[src/design/balanced_ternary_converter_defines.svh]
`ifndef BALANCED_TERNARY_CONVERTER_DEFINES_SVH
`define BALANCED_TERNARY_CONVERTER_DEFINES_SVH

// same-cycle implication, checked outside reset
`define BTC_ASSERT_IMP(label, ante, cons, msg) \
    label: assert property (@(posedge clk) disable iff (!rst_n) (ante) |-> (cons)) \
        else $error(msg);

// next-cycle implication, checked outside reset
`define BTC_ASSERT_NXT(label, ante, cons, msg) \
    label: assert property (@(posedge clk) disable iff (!rst_n) (ante) |=> (cons)) \
        else $error(msg);

`endif

[src/design/btc_pkg.sv]
`timescale 1ns / 1ps
package btc_pkg;

    localparam int MAX_TRITS = 20;

    localparam logic [1:0] TRIT_ZERO = 2'b00;
    localparam logic [1:0] TRIT_POS  = 2'b01;
    localparam logic [1:0] TRIT_NEG  = 2'b10;

    localparam logic MODE_ENCODE = 1'b0;
    localparam logic MODE_DECODE = 1'b1;

    // (3^20 - 1) / 2, 3^20 and 2 * 3^20
    localparam logic [32:0] HALF_RANGE   = 33'd1743392200;
    localparam logic [32:0] FULL_RANGE   = 33'd3486784401;
    localparam logic [32:0] DOUBLE_RANGE = 33'd6973568802;

    typedef struct packed {
        logic       valid;
        logic       mode;
        logic [4:0] width;
    } btc_ctl_t;

    typedef struct packed {
        logic [31:0] acc;
        logic [39:0] trits;
        logic [4:0]  count;
    } btc_data_t;

    function automatic logic [31:0] pow3(input logic [4:0] idx);
        logic [31:0] p;
        case (idx)
            5'd0:    p = 32'd1;
            5'd1:    p = 32'd3;
            5'd2:    p = 32'd9;
            5'd3:    p = 32'd27;
            5'd4:    p = 32'd81;
            5'd5:    p = 32'd243;
            5'd6:    p = 32'd729;
            5'd7:    p = 32'd2187;
            5'd8:    p = 32'd6561;
            5'd9:    p = 32'd19683;
            5'd10:   p = 32'd59049;
            5'd11:   p = 32'd177147;
            5'd12:   p = 32'd531441;
            5'd13:   p = 32'd1594323;
            5'd14:   p = 32'd4782969;
            5'd15:   p = 32'd14348907;
            5'd16:   p = 32'd43046721;
            5'd17:   p = 32'd129140163;
            5'd18:   p = 32'd387420489;
            5'd19:   p = 32'd1162261467;
            default: p = 32'd0;
        endcase
        return p;
    endfunction

endpackage

[src/design/btc_stage.sv]
`timescale 1ns / 1ps
module btc_stage
    import btc_pkg::*;
(
    input  logic      clk,
    input  logic      rst_n,
    input  logic [4:0] digit,
    input  btc_ctl_t  ctl_in,
    input  btc_data_t data_in,
    output btc_ctl_t  ctl_out,
    output btc_data_t data_out
);

    btc_ctl_t    ctl_reg;
    btc_data_t   data_reg;
    btc_data_t   data_next;
    logic [31:0] pow_w;
    logic [32:0] pow2_w;
    logic [5:0]  pos;
    logic        active;
    logic        ge_two;
    logic        ge_one;
    logic [1:0]  code_in;
    logic [1:0]  code_enc;

    always_comb
    begin
        pow_w   = pow3(digit);
        pow2_w  = {pow_w, 1'b0};
        pos     = {digit, 1'b0};
        active  = digit < ctl_in.width;
        ge_two  = {1'b0, data_in.acc} >= pow2_w;
        ge_one  = data_in.acc >= pow_w;
        code_in = data_in.trits[pos +: 2];
        data_next = data_in;
        code_enc  = TRIT_ZERO;
        if (ctl_in.mode == MODE_ENCODE)
        begin
            // remainder is offset by one per digit: 2 -> +1, 1 -> 0, 0 -> -1
            if (ge_two)
            begin
                code_enc      = TRIT_POS;
                data_next.acc = data_in.acc - pow2_w[31:0];
            end
            else if (ge_one)
            begin
                code_enc      = TRIT_ZERO;
                data_next.acc = data_in.acc - pow_w;
            end
            else
            begin
                code_enc = TRIT_NEG;
            end
            data_next.trits[pos +: 2] = active ? code_enc : TRIT_ZERO;
            if (active && (code_enc != TRIT_ZERO))
            begin
                data_next.count = data_in.count + 5'd1;
            end
        end
        else if (active)
        begin
            case (code_in)
                TRIT_POS: data_next.acc = data_in.acc + pow_w;
                TRIT_NEG: data_next.acc = data_in.acc - pow_w;
                default:  data_next.acc = data_in.acc;
            endcase
        end
    end

    always_ff @(posedge clk or negedge rst_n)
    begin
        if (!rst_n)
        begin
            ctl_reg <= '0;
        end
        else
        begin
            ctl_reg <= ctl_in;
        end
    end

    always_ff @(posedge clk)
    begin
        data_reg <= data_next;
    end

    assign ctl_out  = ctl_reg;
    assign data_out = data_reg;

endmodule

[config.mk]
export PLATFORM = sky130hd
export DESIGN_NAME = btc_stage
export DESIGN_NICKNAME = d
export VERILOG_FILES = /design/src/design/balanced_ternary_converter_defines.svh /design/src/design/btc_pkg.sv /design/src/design/btc_stage.sv
export SDC_FILE = /design/constraint.sdc
export NUM_CORES = 1
export LEC_CHECK = 0
export BUFFER_PORTS_ARGS = -buffer_cell sky130_fd_sc_hd__buf_2
export CAP_MARGIN = 25
export CORE_MARGIN = 3
export CORE_UTILIZATION = 41
export DETAILED_ROUTE_END_ITERATION = 10
export REMOVE_ABC_BUFFERS = 1
export SYNTH_ARGS = -nofsm -noshare
export SYNTH_HDL_FRONTEND = slang
export SYNTH_SLANG_ARGS = --single-unit
[constraint.sdc]
create_clock -name clk -period 0.8 [get_ports clk]
set_clock_uncertainty 0.05 [all_clocks]
set_input_delay 0.16 -clock clk [delete_from_list [all_inputs] [get_ports clk]]
set_output_delay 0.16 -clock clk [all_outputs]
set_load 0.005 [all_outputs]
==> metrics.md, run 1 <==
| Metric | Value |
|---|---|
| Outcome | complete, but fails checks |
| Failing checks | negative hold slack, negative setup slack |
| Post-synth EDFFs | 0 |
| CTS tree | yes |
| Initial core utilization | 0.419 |
| Cells after DPL | roughly 2.2k |
| Layout area overhead | 77.7% |
| Fin Hold WS | -20.1 ps |
| Vias in the first global route | roughly 13k |
| # rows | 56 |
| IO Port Bufs | between 150 and 200 |
| DRT iter0 DRCs | between 1k and 1.5k |
| Register Area | around 1700 µm² |
| Top Ports | 175 |
| First-pass GRT wire length | roughly 75,000 µm |
| Detailed Route WL | ~50,000 µm |
| Dominant synthesized flop cell | dfxtp_1 |
| Fmax | approximately 270 MHz |
| Drc violations | 0 |
| Layout cell share with drive strength beyond 1 | 0.521 |
| Crit Path Max Fanout | 7 |
| Synth Register Bits | 84 |
| Clock Sink Count | 84 |
| Most instantiated library cell after synthesis | a21oi_1 |
| YS warnings | 0 |
| Die Y-Extent | 161 µm |
| Syn avg cell area | between 7 and 8 µm² |
| Final period utilization | 4.66 |
| Post-route ant nets | 0 |
| Cell taking the most area after synthesis | dfxtp_1 |
| Asr flop ratio synth | 0.0833 |
| Worst vdd ir | ~1 mV |
| Fin cells | about 2.3k |
| End of the worst hold path | data_out[13]$_DFF_P_ |
| FILL cells | approximately 1.7k |
| Global placement routability congestion | 1.03 |
| Initial antenna violation count | 0 |
| Final Instance Area | 17,600 µm² |
| Top cells by area, synth | dfxtp_1 16%, ha_1 13%, a21oi_1 6.5%, nand2_1 4.8%, xnor2_1 4.2% |
| Hold depth | 2 |
| Synth unique cells | between 80 and 90 |
| DP HPWL | ~37,000 µm |
| Drt pass-1 iters | 7 |
| Layout Nets | between 2k and 2.5k |
| Mapped Cells | about 1.3k |
| Max Cap Viol | 0 |
| CTS H-Tree Depth | 3 |
| Root Buffer | clkbuf_16 |
| DIE AREA | approximately 26,000 µm² |
| Endpoints failing setup | 161 |
| Type of the most critical hold path | in -> reg |
| Overall Global Routing Usage | 0.364 |
| Setup ws final | -2930 ps |
| CP arrival | 3940 ps |
| Largest net degree at the start of global routing | 22 |
| RSZ-0062 raised after global routing | yes |
| PD cells | roughly 1300 nW/µm² |
| Routed length per instance | around 22 µm |
| Register area share after synthesis | 0.174 |
| Mapped Area | between 9000 and 10,000 µm² |
| Critical path class | in -> reg |
| Slowest cell delay on critical path | roughly 420 ps |
| DP Area | between 10,000 and 15,000 µm² |
| Final min period | between 3000 and 4000 ps |
| Leak | between 8 and 9 nW |
| Die X | around 160 µm |
| Clock Path Buffers | 2 |
| CP most frequent cell | buf_4 |
| DR vias/cell | between 5 and 6 |
| Footprint of the multi-input gates | between 9000 and 10,000 µm² |
| CP delay by family, top | compound AO/OA/AOI/OAI gates |
| Worst slew margin | 0.567 |
| Final hold vios | 9 |
| Core ar. | between 20,000 and 25,000 µm² |
| Via count | between 10k and 15k |
| Slowest-stage cell, CP | or3b_4 |
| Final global-route overflow total | 0 |
| Slew @ Worst Pin | around 640 ps |
| Util after Layout | 0.744 |
| CP Data Required Time | approximately 1000 ps |
| CTS Buf Count | 9 |
| Max Slew Vio Count | 0 |
| Critical path endpoint category | register |
| N_diodes | 0 |
| Hold_sp | data_in[13] |
| # hold bufs at CTS | 13 |
| CP Launch Type | input port |
| Setup slack at placement | -3800 ps |
| Top post-synthesis cells by count | 128 x a21oi_1, 127 x nand2_1, 100 x ha_1, 100 x nor2_1, 83 x inv_1 |
| Clock Pin Slew Worst Setup and Hold Paths | roughly 80 ps |
| Worst path cell trace | buf_8, buf_12, buf_4, ha_4, a22oi_2, or2_4, ha_4, nor2b_2, buf_4, o31a_1, o31a_1, a311oi_4, nor3b_2, or3b_4, buf_6, buf_6, a31oi_4, buf_4, a22o_4, nor4_4, a2111oi_4 |
| Yosys top cell area share | 0.156 |
| Buf/Inv on CP | 7 |
sequential cells by signal, summed over array words and instances, names as in the netlist:
register,flops
ctl_out,7
data_out,77
final cells by class:
cell class / instances / share of cell area
Sequential cell: 84 / 0.0995
Inverter: 83 / 0.0183
Tap cell: 319 / 0.0227
Clock buffer: 9 / 0.0128
Multi-Input combinational cell: 1073 / 0.517
Clock inverter: 7 / 0.00434
Timing Repair Buffer: 747 / 0.326
how the worst max path moves through the flow:
stage	start	endpoint	cells after the start
after floorplan	digit[1]	data_out[1]$_DFF_P_	15
after global placement	digit[0]	data_out[72]$_DFF_P_	20
after detailed placement	digit[0]	data_out[72]$_DFF_P_	20
after CTS	digit[1]	data_out[72]$_DFF_P_	20
after global routing	digit[0]	data_out[75]$_DFF_P_	19
final	digit[0]	data_out[72]$_DFF_P_	21
metal layers:
metal	vias to the layer above	part of all wire	wire [µm]	global-route usage
met5	-	0	0	0
met4	0	0.061	3080	0.187
met3	199	0.087	4410	0.0623
met2	750	0.46	23400	0.598
met1	6439	0.39	19700	0.460
li1	6223	-	-	-
stage by stage:
| step | power [mW] | setup TNS, ps |
|---|---|---|
| floorplan | 10.1 | -244040 |
| detailed placement | 15.9 | -267060 |
| global route | 24.5 | -239040 |
| finish | 23.5 | -229130 |
| global placement | 15.9 | -263110 |
| CTS | 22.3 | -219080 |
timing repair:
action / in CTS / in global routing
hold endpoints to repair: 32 / 6
pin swaps: 102 / 83
setup buffers: 49 / 28
cloned: 2 / 1
endpoints found under the setup margin: 161 / 161
resized for setup: 314 / 134
layout by cell type (no fill, tap or decap), drive strengths merged, types with 15 or more instances in the layout:
cell / n
a211oi: 28
a21o: 33
a21oi: 128
a31oi: 19
and3: 15
buf: 733
dfxtp: 77
ha: 100
inv: 86
mux2: 33
nand2: 128
nand2b: 16
nand3: 21
nand4: 15
nor2: 100
nor3: 38
o211ai: 24
o21ai: 73
o21bai: 16
o31ai: 19
or3: 15
xnor2: 48
report_power, final:
group	internal, mW	total (mW)	switching, mW
sequential	4.72	4.89	0.161
combinational	6.80	14.0	7.21
clock	2.23	4.59	2.36
cell families after synthesis:
kind of cell | after synthesis | share of synthesized area
multiplexers | 57 | 0.0745
buffers and inverters | 158 | 0.0610
AO/OA/AOI/OAI | 448 | 0.308
adder cells (fa/ha/maj) | 103 | 0.133
flip-flops | 84 | 0.174
AND/OR/NAND/NOR | 403 | 0.196
XOR/XNOR | 62 | 0.0549
No activity file was read; power rests on OpenSTA's default activity.
==> run 2, diff against run 1 <==
CORE_UTILIZATION = 58   (was 41)
PLACE_DENSITY = 0.82   (was not set)
==> metrics.md, run 2 <==
| Metric | Value |
|---|---|
| Global placement routability congestion | between 1 and 1.5 |
| Synth Register Bits | 84 |
| Post-CTS setup repair buffer count | 58 |
| Log Error | [ERROR DPL-0038] Utilization greater than 100%, impossible to legalize |
| Cells after DPL | between 2k and 2.5k |
| Mapped Cells | about 1.3k |
| Synth unique cells | 85 |
| Yosys top cell area share | 0.156 |
| Clock Sink Count | 84 |
| Top Ports | roughly 180 |
| Root Buffer | clkbuf_16 |
| YS warnings | 0 |
| Top cells by area, synth | dfxtp_1 16%, ha_1 13%, a21oi_1 6.5%, nand2_1 4.8%, xnor2_1 4.2% |
| Top post-synthesis cells by count | 128 x a21oi_1, 127 x nand2_1, 100 x ha_1, 100 x nor2_1, 83 x inv_1 |
| Mapped Area | between 9000 and 10,000 µm² |
| # hold bufs at CTS | 11 |
| Cell taking the most area after synthesis | dfxtp_1 |
| CTS resizes | approximately 360 |
| Initial core utilization | 0.594 |
| Dominant synthesized flop cell | dfxtp_1 |
| Syn avg cell area | roughly 7.5 µm² |
| Fail Step | clock tree synthesis (4_1_cts) |
| # rows | 47 |
| IO Port Bufs | roughly 170 |
| CTS Buf Count | 9 |
| Clock Path Buffers | 2 |
| Die Y-Extent | between 100 and 150 µm |
| Register area share after synthesis | 0.174 |
| Most instantiated library cell after synthesis | a21oi_1 |
| DP HPWL | 41,000 µm |
| Outcome | aborted with a tool error |
| Asr flop ratio synth | 0.0833 |
| CTS H-Tree Depth | 3 |
| Post-synth EDFFs | 0 |
| Die X | about 140 µm |
-- run 2: per-stage QoR --
stage,setup WS [ps],instance area (µm²)
2_1_floorplan,-3550,9600
3_3_place_gp,-3350,14400
3_5_place_dp,-3690,14400
-- run 2: cell families after synthesis --
logic type,after synthesis,share of synthesized area
AND/OR/NAND/NOR,403,0.196
XOR/XNOR,62,0.0549
adder cells (fa/ha/maj),103,0.133
multiplexers,57,0.0745
flip-flops,84,0.174
buffers and inverters,158,0.0610
AO/OA/AOI/OAI,448,0.308
==> run 3, diff against run 2 <==
CORE_UTILIZATION = 40   (was 58)
PLACE_DENSITY = not set   (was 0.82)
PLACE_DENSITY_LB_ADDON = 0.15   (was not set)
==> metrics.md, run 3 (synthesis gave the netlist of run 1 again) <==
| Metric | Value |
|---|---|
| Outcome | complete, but fails checks |
| Failing checks | negative hold slack, negative setup slack |
| Top Ports | roughly 180 |
| Setup ws final | -2760 ps |
| IO Port Bufs | approximately 170 |
| Clock Path Buffers | 2 |
| End of the worst hold path | data_out[36]$_DFF_P_ |
| Via count | 13.6k |
| Register Area | 1760 µm² |
| CP Launch Type | input port |
| Worst slew margin | 0.637 |
| Die X | 163 µm |
| CTS H-Tree Depth | 3 |
| N_diodes | 0 |
| Hold depth | 2 |
| CTS Buf Count | 9 |
| # hold bufs at CTS | 13 |
| Fmax | 281 MHz |
| Initial core utilization | 0.414 |
| Initial antenna violation count | 0 |
| RSZ-0062 raised after global routing | yes |
| Slew @ Worst Pin | 541 ps |
| DRT iter0 DRCs | 1,283 |
| Max Slew Vio Count | 0 |
| Root Buffer | clkbuf_16 |
| Layout Nets | around 2.2k |
| Routed length per instance | 21.8 µm |
| Crit Path Max Fanout | 7 |
| PD cells | around 1300 nW/µm² |
| DP HPWL | around 38,000 µm |
| Leak | 8.25 nW |
| Endpoints failing setup | between 150 and 200 |
| Post-route ant nets | 0 |
| Fin Hold WS | -9.74 ps |
| Worst vdd ir | a little over 0.9 mV |
| DR vias/cell | ~5.8 |
| Core ar. | around 24,000 µm² |
| Drc violations | 0 |
| CP Data Required Time | 1000 ps |
| CP arrival | approximately 3800 ps |
| Final global-route overflow total | 0 |
| Detailed Route WL | 50,800 µm |
| Vias in the first global route | 13.1k |
| Critical path class | in -> reg |
| Footprint of the multi-input gates | 8940 µm² |
| Fin cells | roughly 2.3k |
| Clock Pin Slew Worst Setup and Hold Paths | around 80 ps |
| Drt pass-1 iters | 6 |
| Cells after DPL | around 2.2k |
| FILL cells | roughly 1.8k |
| First-pass GRT wire length | about 73,000 µm |
| Die Y-Extent | about 160 µm |
| Type of the most critical hold path | in -> reg |
| Final period utilization | 4.45 |
| Overall Global Routing Usage | 0.352 |
| Final min period | 3560 ps |
| Max Cap Viol | 0 |
| Most common library cell in the layout ignoring fill and taps | buf_4 |
| Layout area overhead | 78.4% |
| # rows | 56 |
| Layout cell share with drive strength beyond 1 | 0.523 |
| CTS tree | yes |
| Final hold vios | 7 |
| Hold_sp | data_in[36] |
| Global placement routability congestion | 1.02 |
| Max reg flops | 77 |
| DIE AREA | 26,700 µm² |
| Critical path endpoint category | register |
| Largest net degree at the start of global routing | 25 |
| Clock Sink Count | 84 |
| Most frequent cells in the layout | 503 x buf_4, 149 x buf_2, 111 x nand2_1 |
| Final Power | around 24 mW |
run 3: per-layer routing:
layer,share of wire,up-vias,wire length [µm],GRT usage
li1,-,6232,-,-
met1,0.41,6444,20800,0.466
met2,0.45,775,22900,0.561
met3,0.089,159,4530,0.0649
met4,0.052,0,2620,0.150
met5,0,-,0,0
run 3: stage by stage:
| step | setup WS, ps | utilization | setup TNS, ps | area, µm² |
|---|---|---|---|---|
| 2_1_floorplan | -3550 | - | -244040 | 9600 |
| 3_3_place_gp | -3580 | 0.619 | -257840 | 14800 |
| 3_5_place_dp | -3630 | 0.619 | -260840 | 14800 |
| 4_1_cts | -2680 | 0.687 | -217450 | 16400 |
| 5_1_grt | -2860 | 0.739 | -228950 | 17600 |
| 6_report | -2760 | 0.739 | -220700 | 17600 |
run 3: repair_timing:
action / CTS / global route
hold endpoints to repair: 35 / 10
pin swaps: 65 / 82
gates resized for setup: 216 / 208
cloned: 0 / 4
buffers inserted: 33 / 29
setup endpoints to repair: 161 / 161
run 3: how the worst max path moves through the flow:
stage	end	from	slack, ps	cells after the start
after floorplan	data_out[1]$_DFF_P_	digit[1]	-3550	15
after detailed placement	data_out[25]$_DFF_P_	digit[0]	-3630	15
after global routing	data_out[39]$_DFF_P_	digit[0]	-2860	19
after global placement	data_out[25]$_DFF_P_	digit[0]	-3580	15
after CTS	data_out[1]$_DFF_P_	digit[1]	-2680	19
final	data_out[75]$_DFF_P_	digit[0]	-2760	20
run 3: area by class of cell:
cell class                      count  share of cell area
Multi-Input combinational cell   1073               0.507
Timing Repair Buffer              759               0.334
Sequential cell                    84              0.0997
Tap cell                          319              0.0226
Inverter                           83              0.0191
Clock buffer                        9              0.0128
Clock inverter                      7             0.00539
run 3: power breakdown:
group	internal, mW	switching [mW]	leakage (nW)	total (mW)
Combinational	6.90	7.05	7.37	13.9
Clock	2.52	2.26	0.150	4.79
Sequential	4.74	0.187	0.732	4.93
run 3: critical path, cell delays in order:
cell and delay, ps:
buf_12 120, inv_8 40, ha_4 290, buf_6 100
nand2_1 50, a21oi_1 130, buf_4 160, inv_2 50
ha_4 270, nand3_4 80, or3_4 390, a2111oi_4 340
buf_4 200, o2111ai_4 140, a221oi_4 330, buf_6 160
nor2_4 50, o211ai_1 290, o31ai_1 150, a211o_1 240
